`src/hdl/chp_pkg.sv`:
```
package chp_pkg;

   localparam int HEADER_BYTES = 21;
   localparam int CRC_COVER    = HEADER_BYTES - 4;
   localparam int COUNT_CAP    = HEADER_BYTES + 1;
   localparam int COUNT_W      = 5;
   localparam int TAIL_POS     = 16;

   localparam logic [31:0] CRC_POLY = 32'h82F6_3B78;
   localparam logic [31:0] CRC_INIT = 32'hFFFF_FFFF;

   localparam int RSP_FIELD_W = 139;
   localparam int RSP_DATA_W  = 144;

   typedef enum logic [0:0] {
      CSR_CONTAINER_MAGIC   = 1'b0,
      CSR_SUPPORTED_VERSION = 1'b1
   } csr_index_type;

   typedef enum logic [2:0] {
      STATUS_OK           = 3'd0,
      STATUS_WRONG_SIZE   = 3'd1,
      STATUS_BAD_MAGIC    = 3'd2,
      STATUS_BAD_CRC      = 3'd3,
      STATUS_BAD_VERSION  = 3'd4,
      STATUS_READER_OLD   = 3'd5
   } status_type;

   typedef struct packed {
      logic [7:0]  tail_size;
      logic [31:0] hdr_len;
      logic [31:0] flag_bits;
      logic [15:0] reader_ver;
      logic [15:0] fmt_ver;
      logic [31:0] magic_word;
      status_type  status;
   } rsp_type;

   // reflected crc-32c, one byte
   function automatic logic [31:0] crc_byte(input logic [31:0] crc, input logic [7:0] b);
      logic [31:0] c;
      c = crc ^ {24'd0, b};
      for (int k = 0; k < 8; k++) begin
         c = c[0] ? ((c >> 1) ^ CRC_POLY) : (c >> 1);
      end
      return c;
   endfunction

endpackage

```
`src/hdl/checked_header_parser_top.sv`:
```
// Streaming parser for a 21-byte little-endian header checked by CRC-32C. One header byte
// is taken per cycle with no gaps needed between bytes or headers; the byte marked tlast
// shows its result on rsp once it has passed the input register and then the
// byte-wide CRC update, field capture and checks feeding the result register, which loads
// at the same edge as the header state. The result holds the status and, on success
// only, the decoded fields; on any failure the fields read zero. A byte can still be taken
// while a finished result waits on rsp_tready; only a second last byte stalls behind it.
// csr writes are meant for idle periods.
module checked_header_parser_top (
   input  logic                            clock,
   input  logic                            reset,
   // data_byte[7:0]
   input  logic [7:0]                      req_tdata,
   input  logic                            req_tlast,
   input  logic                            req_tvalid,
   output logic                            req_tready,
   // status[2:0], magic_word[34:3], fmt_ver[50:35], reader_ver[66:51],
   // flag_bits[98:67], hdr_len[130:99], tail_size[138:131], zero pad
   output logic [chp_pkg::RSP_DATA_W-1:0]  rsp_tdata,
   output logic                            rsp_tvalid,
   input  logic                            rsp_tready,
   input  logic                            csr_wr_en,
   input  logic [0:0]                      csr_index,
   input  logic [31:0]                     csr_wdata
);

   localparam int CW = chp_pkg::COUNT_W;

   logic [31:0] magic_cfg_ff;
   logic [15:0] version_cfg_ff;

   logic        s1_valid_ff, s1_valid_in;
   logic [7:0]  s1_byte_ff;
   logic        s1_last_ff;
   logic        s1_retire, req_fire;

   logic [CW-1:0] count_ff, count_in, count_upd;
   logic [31:0]   crc_ff, crc_in, crc_upd;
   logic [31:0]   magic_ff, magic_in, magic_upd;
   logic [31:0]   version_ff, version_in, version_upd;
   logic [31:0]   flags_ff, flags_in, flags_upd;
   logic [31:0]   length_ff, length_in, length_upd;
   logic [7:0]    tail_ff, tail_in, tail_upd;
   logic [31:0]   stored_ff, stored_in, stored_upd;

   logic             rsp_valid_ff, rsp_valid_in;
   chp_pkg::rsp_type rsp_ff, rsp_in;
   chp_pkg::status_type status;

   always_ff @(posedge clock) begin
      if (reset) begin
         magic_cfg_ff   <= '0;
         version_cfg_ff <= 16'd1;
      end else if (csr_wr_en) begin
         unique case (chp_pkg::csr_index_type'(csr_index))
            chp_pkg::CSR_CONTAINER_MAGIC:   magic_cfg_ff   <= csr_wdata;
            chp_pkg::CSR_SUPPORTED_VERSION: version_cfg_ff <= csr_wdata[15:0];
            default: ;
         endcase
      end
   end

   // a non-last item always retires; a last one needs room in the result register
   assign s1_retire  = s1_valid_ff && (!s1_last_ff || !rsp_valid_ff || rsp_tready);
   assign req_tready = !s1_valid_ff || s1_retire;
   assign req_fire   = req_tvalid && req_tready;
   assign s1_valid_in = req_fire ? 1'b1 : (s1_retire ? 1'b0 : s1_valid_ff);

   always_ff @(posedge clock) begin
      if (reset) begin
         s1_valid_ff <= 1'b0;
      end else begin
         s1_valid_ff <= s1_valid_in;
      end
   end

   always_ff @(posedge clock) begin
      if (req_fire) begin
         s1_byte_ff <= req_tdata;
         s1_last_ff <= req_tlast;
      end
   end

   // header state after taking this byte
   always_comb begin
      crc_upd     = crc_ff;
      magic_upd   = magic_ff;
      version_upd = version_ff;
      flags_upd   = flags_ff;
      length_upd  = length_ff;
      tail_upd    = tail_ff;
      stored_upd  = stored_ff;
      if (count_ff < CW'(chp_pkg::HEADER_BYTES)) begin
         if (count_ff < CW'(chp_pkg::CRC_COVER)) begin
            crc_upd = chp_pkg::crc_byte(crc_ff, s1_byte_ff);
         end
         priority if (count_ff < CW'(4)) begin
            magic_upd = {s1_byte_ff, magic_ff[31:8]};
         end else if (count_ff < CW'(8)) begin
            version_upd = {s1_byte_ff, version_ff[31:8]};
         end else if (count_ff < CW'(12)) begin
            flags_upd = {s1_byte_ff, flags_ff[31:8]};
         end else if (count_ff < CW'(chp_pkg::TAIL_POS)) begin
            length_upd = {s1_byte_ff, length_ff[31:8]};
         end else if (count_ff == CW'(chp_pkg::TAIL_POS)) begin
            tail_upd = s1_byte_ff;
         end else begin
            stored_upd = {s1_byte_ff, stored_ff[31:8]};
         end
      end
      // saturate one past the header size so oversize input is seen
      count_upd = (count_ff < CW'(chp_pkg::COUNT_CAP)) ? count_ff + CW'(1) : count_ff;
   end

   always_comb begin
      priority if (count_upd != CW'(chp_pkg::HEADER_BYTES)) begin
         status = chp_pkg::STATUS_WRONG_SIZE;
      end else if (magic_upd != magic_cfg_ff) begin
         status = chp_pkg::STATUS_BAD_MAGIC;
      end else if (~crc_upd != stored_upd) begin
         status = chp_pkg::STATUS_BAD_CRC;
      end else if (version_upd[15:0] != version_cfg_ff) begin
         status = chp_pkg::STATUS_BAD_VERSION;
      end else if (version_upd[31:16] > version_cfg_ff) begin
         status = chp_pkg::STATUS_READER_OLD;
      end else begin
         status = chp_pkg::STATUS_OK;
      end
   end

   always_comb begin
      rsp_in = '0;
      rsp_in.status = status;
      if (status == chp_pkg::STATUS_OK) begin
         rsp_in.magic_word = magic_upd;
         rsp_in.fmt_ver    = version_upd[15:0];
         rsp_in.reader_ver = version_upd[31:16];
         rsp_in.flag_bits  = flags_upd;
         rsp_in.hdr_len    = length_upd;
         rsp_in.tail_size  = tail_upd;
      end
   end

   // the last byte leaves the state cleared for the next header
   always_comb begin
      count_in   = count_ff;
      crc_in     = crc_ff;
      magic_in   = magic_ff;
      version_in = version_ff;
      flags_in   = flags_ff;
      length_in  = length_ff;
      tail_in    = tail_ff;
      stored_in  = stored_ff;
      if (s1_retire) begin
         if (s1_last_ff) begin
            count_in   = '0;
            crc_in     = chp_pkg::CRC_INIT;
            magic_in   = '0;
            version_in = '0;
            flags_in   = '0;
            length_in  = '0;
            tail_in    = '0;
            stored_in  = '0;
         end else begin
            count_in   = count_upd;
            crc_in     = crc_upd;
            magic_in   = magic_upd;
            version_in = version_upd;
            flags_in   = flags_upd;
            length_in  = length_upd;
            tail_in    = tail_upd;
            stored_in  = stored_upd;
         end
      end
   end

   always_ff @(posedge clock) begin
      if (reset) begin
         count_ff   <= '0;
         crc_ff     <= chp_pkg::CRC_INIT;
         magic_ff   <= '0;
         version_ff <= '0;
         flags_ff   <= '0;
         length_ff  <= '0;
         tail_ff    <= '0;
         stored_ff  <= '0;
      end else begin
         count_ff   <= count_in;
         crc_ff     <= crc_in;
         magic_ff   <= magic_in;
         version_ff <= version_in;
         flags_ff   <= flags_in;
         length_ff  <= length_in;
         tail_ff    <= tail_in;
         stored_ff  <= stored_in;
      end
   end

   assign rsp_valid_in = (s1_retire && s1_last_ff) ? 1'b1 :
                         (rsp_tready ? 1'b0 : rsp_valid_ff);

   always_ff @(posedge clock) begin
      if (reset) begin
         rsp_valid_ff <= 1'b0;
      end else begin
         rsp_valid_ff <= rsp_valid_in;
      end
   end

   always_ff @(posedge clock) begin
      if (s1_retire && s1_last_ff) begin
         rsp_ff <= rsp_in;
      end
   end

   assign rsp_tvalid = rsp_valid_ff;
   assign rsp_tdata  = {(chp_pkg::RSP_DATA_W - chp_pkg::RSP_FIELD_W)'(0), rsp_ff};

endmodule

```
`config.mk`:
```
export PLATFORM = sky130hd
export DESIGN_NAME = checked_header_parser_top
export DESIGN_NICKNAME = d
export VERILOG_FILES = /design/src/hdl/chp_pkg.sv /design/src/hdl/checked_header_parser_top.sv
export SDC_FILE = /design/constraint.sdc
export NUM_CORES = 1
export LEC_CHECK = 0
export ABC_AREA = 1
export BUFFER_PORTS_ARGS = -buffer_cell sky130_fd_sc_hd__buf_2
export CAP_MARGIN = 0
export CORE_UTILIZATION = 55
export DETAILED_ROUTE_END_ITERATION = 8
export PLACE_DENSITY = 0.75
export SLEW_MARGIN = 15
export SYNTH_ARGS = -nofsm -noshare
export SYNTH_HDL_FRONTEND = slang
export SYNTH_SLANG_ARGS = --single-unit
```
`constraint.sdc`:
```
create_clock -name clock -period 10.4 [get_ports clock]
set_input_delay 2.08 -clock clock [delete_from_list [all_inputs] [get_ports clock]]
set_output_delay 2.08 -clock clock [all_outputs]
set_load 0.02 [all_outputs]
```
==> flow_summary.toml <==
[pwr]
seq_power_share_pct = 45.2
power_density_nw_per_um2 = 162
p_sw_mw = 1.04
leakagePower_nw = 9.66
power_frac_comb_pct = 13.7
ir_worst_vdd_v = 0.000109
internal-power_mw = 2.70
switching_share_pct = 27.8
p_clk_share_pct = 41.1

[sta]
layout_min_cycle_time_ns = 6.39
fin_ws_ns = 4.01
setup_viol = 0
rsz0062_at_grt = "false"
fin_skew_ns = 0.0140
fmax_ghz = 0.157
finalHoldViolCount = 0
finalCritPeriodShare_pct = 61.4
tns_ns = 0
relSlewSlack_pct = 29.5
tightest_slew_ns = 1.06
drv_slew = 0

[routing]
drt_iter0_markers = 1985
totalWireLength_mm = 56.6
wire_per_inst_um = 17.0
drc = 0
ant_nets = 0
viasPerCell = 5.50
num_vias = 18280
detail_route.first_pass.iterations = 6

[grt]
grt_pass1_wl_mm = 89.1
grt_pass1_vias = 16546
grt_max_degree = 95
antenna_found_initial = 1
overflow = 0
grtUsageTotal_pct = 29.2

[cells_and_area]
post-route-util_pct = 62.5
drive_above_1_share_pct = 14.3
antenna_cells = 0
fin_nets = 2882
final_area_um2 = 23000
syn2layout_area_growth_pct = 11.4

[cts]
clock_path_buffers = 3
cts_hold_buf = 0
cts_buffers = 43
htreeDepth = 2
clockRootBuffer = "clkbuf_16"
clk_latency_ns = 0.56
post_cts_buffers = 0
clk_pin_slew_worst_paths_ns = 0.06
ctsResizeCount = 0
cts.sinks = 403
cts_tree = "built"

[synthesis]
synth_compound_gate_area_share_pct = 13.1
yosys.area_share.simple_pct = 26.5
ys_seq_elements = 403
synth.distinct_cells = 44
synth_adder_area_share_pct = 1.03
ys_seq_area_share_pct = 46.3
synthMuxAreaShare_pct = 0
avgSynthCellArea_um2 = 7.60
ys.warnings.count = 0
synth_xor_xnor_area_share_pct = 2.93
syn-instance-count = 2717
syn_area_um2 = 20600
synth_top_family_by_area = "simple AND/OR/NAND/NOR gates"

[place]
gp_congestion = 0.918
numPortBuffers = 187
hpwl_mm = 38.3
dpl-instance-area_um2 = 21600
pre_cts_ws_ns = 4.10

[floorplan]
start_util_pct = 56.1
core_region_area_um2 = 36800
io_pins = 193
die_y_um = 196
fp-row-count = 70
dieArea_um2 = 38300
die_w_um = 196

[setup_path]
cp-start-kind = "flip-flop"
crit_fanout = 65
cp.required_ns = 10.68
cp-end-kind = "flip-flop"
cp_data_arrival_time_ns = 6.67
critPathKind = "reg -> reg"

[min_path]
hp-class = "reg -> reg"

[job]
cap_violations = 0

[run_status]
outcome = "finished, final reports clean"
==> power by group through the flow <==
stage          Sequential (mW)  Clock (mW)  Combinational [mW]
2_1_floorplan             1.72           0               0.370
3_3_place_gp              1.72           0               0.495
3_5_place_dp              1.72           0               0.504
4_1_cts                   1.69        1.56               0.506
5_1_grt                   1.69        1.62               0.573
6_report                  1.69        1.53               0.513
==> cell families (layout without fill, tap and decap cells) <==
group | after synthesis | after routing
XOR/XNOR | 69 | 69
AND/OR/NAND/NOR | 1222 | 1222
other | 1 | 5
flip-flops | 403 | 403
buffers and inverters | 507 | 639
adder cells (fa/ha/maj) | 17 | 17
AO/OA/AOI/OAI | 498 | 498
==> layout by cell type (no fill, tap or decap), drive strengths merged <==
master,count
edfxtp,148
dfxtp,255
nand4,18
and2,25
clkinvlp,4
o211ai,15
bufinv,3
nand2,663
inv,358
nor3,3
nor2,339
nand3b,12
xor2,51
clkbuf,59
xnor2,18
conb,5
or2,27
clkinv,13
o21ai,250
nor3b,1
nor4,6
o221ai,1
ha,17
buf,202
o21a,10
a31oi,2
a32o,1
nand3,128
o22ai,98
a21oi,120
a211oi,1
==> state kept, by name, indices dropped and copies added (netlist names) <==
register,flops
rsp_tvalid,1
magic_cfg_ff,32
flags_ff,32
s1_last_ff,1
version_ff,32
s1_byte_ff,8
stored_ff,32
rsp_tdata,139
length_ff,32
version_cfg_ff,16
count_ff,5
s1_valid_ff,1
magic_ff,32
tail_ff,8
crc_ff,32
==> cell usage after synthesis (all sizes together) <==
cell type,number,area [um2]
nand2,663,2610
inv,357,1340
nor2,339,1620
dfxtp,255,5100
o21ai,250,1250
edfxtp,148,4440
nand3,128,656
a21oi,120,604
o22ai,98,613
clkbuf,94,354
buf,56,408
xor2,51,447
or2,27,169
and2,25,156
nand4,18,113
xnor2,18,158
ha,17,213
o211ai,15,113
nand3b,12,90.1
o21a,10,75.1
nor4,6,37.5
nor3,3,15.0
a31oi,2,12.5
a211oi,1,7.51
a32o,1,10.0
conb,1,3.75
nor3b,1,7.51
o221ai,1,8.76
==> layer usage <==
metal	GRT usage [%]	part of all wire [%]	vias to the layer above
met1	41.3	44	8464
li1	-	-	8925
met5	0	0.019	-
met3	3.83	8.0	121
met2	45.8	45	768
met4	10.9	3.2	2
==> worst paths after layout <==
path / start / endpoint / slack, ns / depth (start not counted)
max reg2reg: count_ff[4] / rsp_tdata[121] / 4.01 / 19
max: count_ff[4] / rsp_tdata[121] / 4.01 / 19
min reg2reg: tail_ff[1] / tail_ff[1] / 0.47 / 2
min: tail_ff[1] / tail_ff[1] / 0.47 / 2
==> area by class of cell <==
cell class	instances	area [um2]
multi-input cells	1811	9040
repair buffers	202	1050
fillers	3159	13800
clock buffers	59	1200
clock inverters	21	214
inverters	357	1350
flip-flops and latches	403	9550
well taps	468	586
==> worst max-delay path, cell delays in order, from the launching register on <==
cell and delay [ns]:
dfxtp_1 0.45, nor2_8 0.41, nand2_2 0.69, o21ai_0 0.67
inv_1 0.12, ha_1 0.31, inv_1 0.05, nor2_1 0.08
nor2_1 0.05, o21a_1 0.16, o221ai_1 0.16, nand2_1 0.07
a32o_1 0.21, nand3b_1 0.18, nand3_1 0.12, nand2_1 0.10
nand3_4 0.67, buf_4 0.73, buf_4 0.70, nor2_1 0.09
==> per-stage QoR <==
| stage | hold slack (ns) | total power, mW | std cells |
|---|---|---|---|
| 6_report | 0.465 | 3.73 | 3321 |
| 5_1_grt | 0.484 | 3.88 | 3321 |
| 4_1_cts | 0.461 | 3.75 | 3321 |
| 3_5_place_dp | 0.452 | 2.22 | 3241 |
| 3_3_place_gp | 0.448 | 2.21 | 3241 |
| 2_1_floorplan | 0.439 | 2.09 | 2721 |
Note: power is estimated with default switching activity, not from simulation.
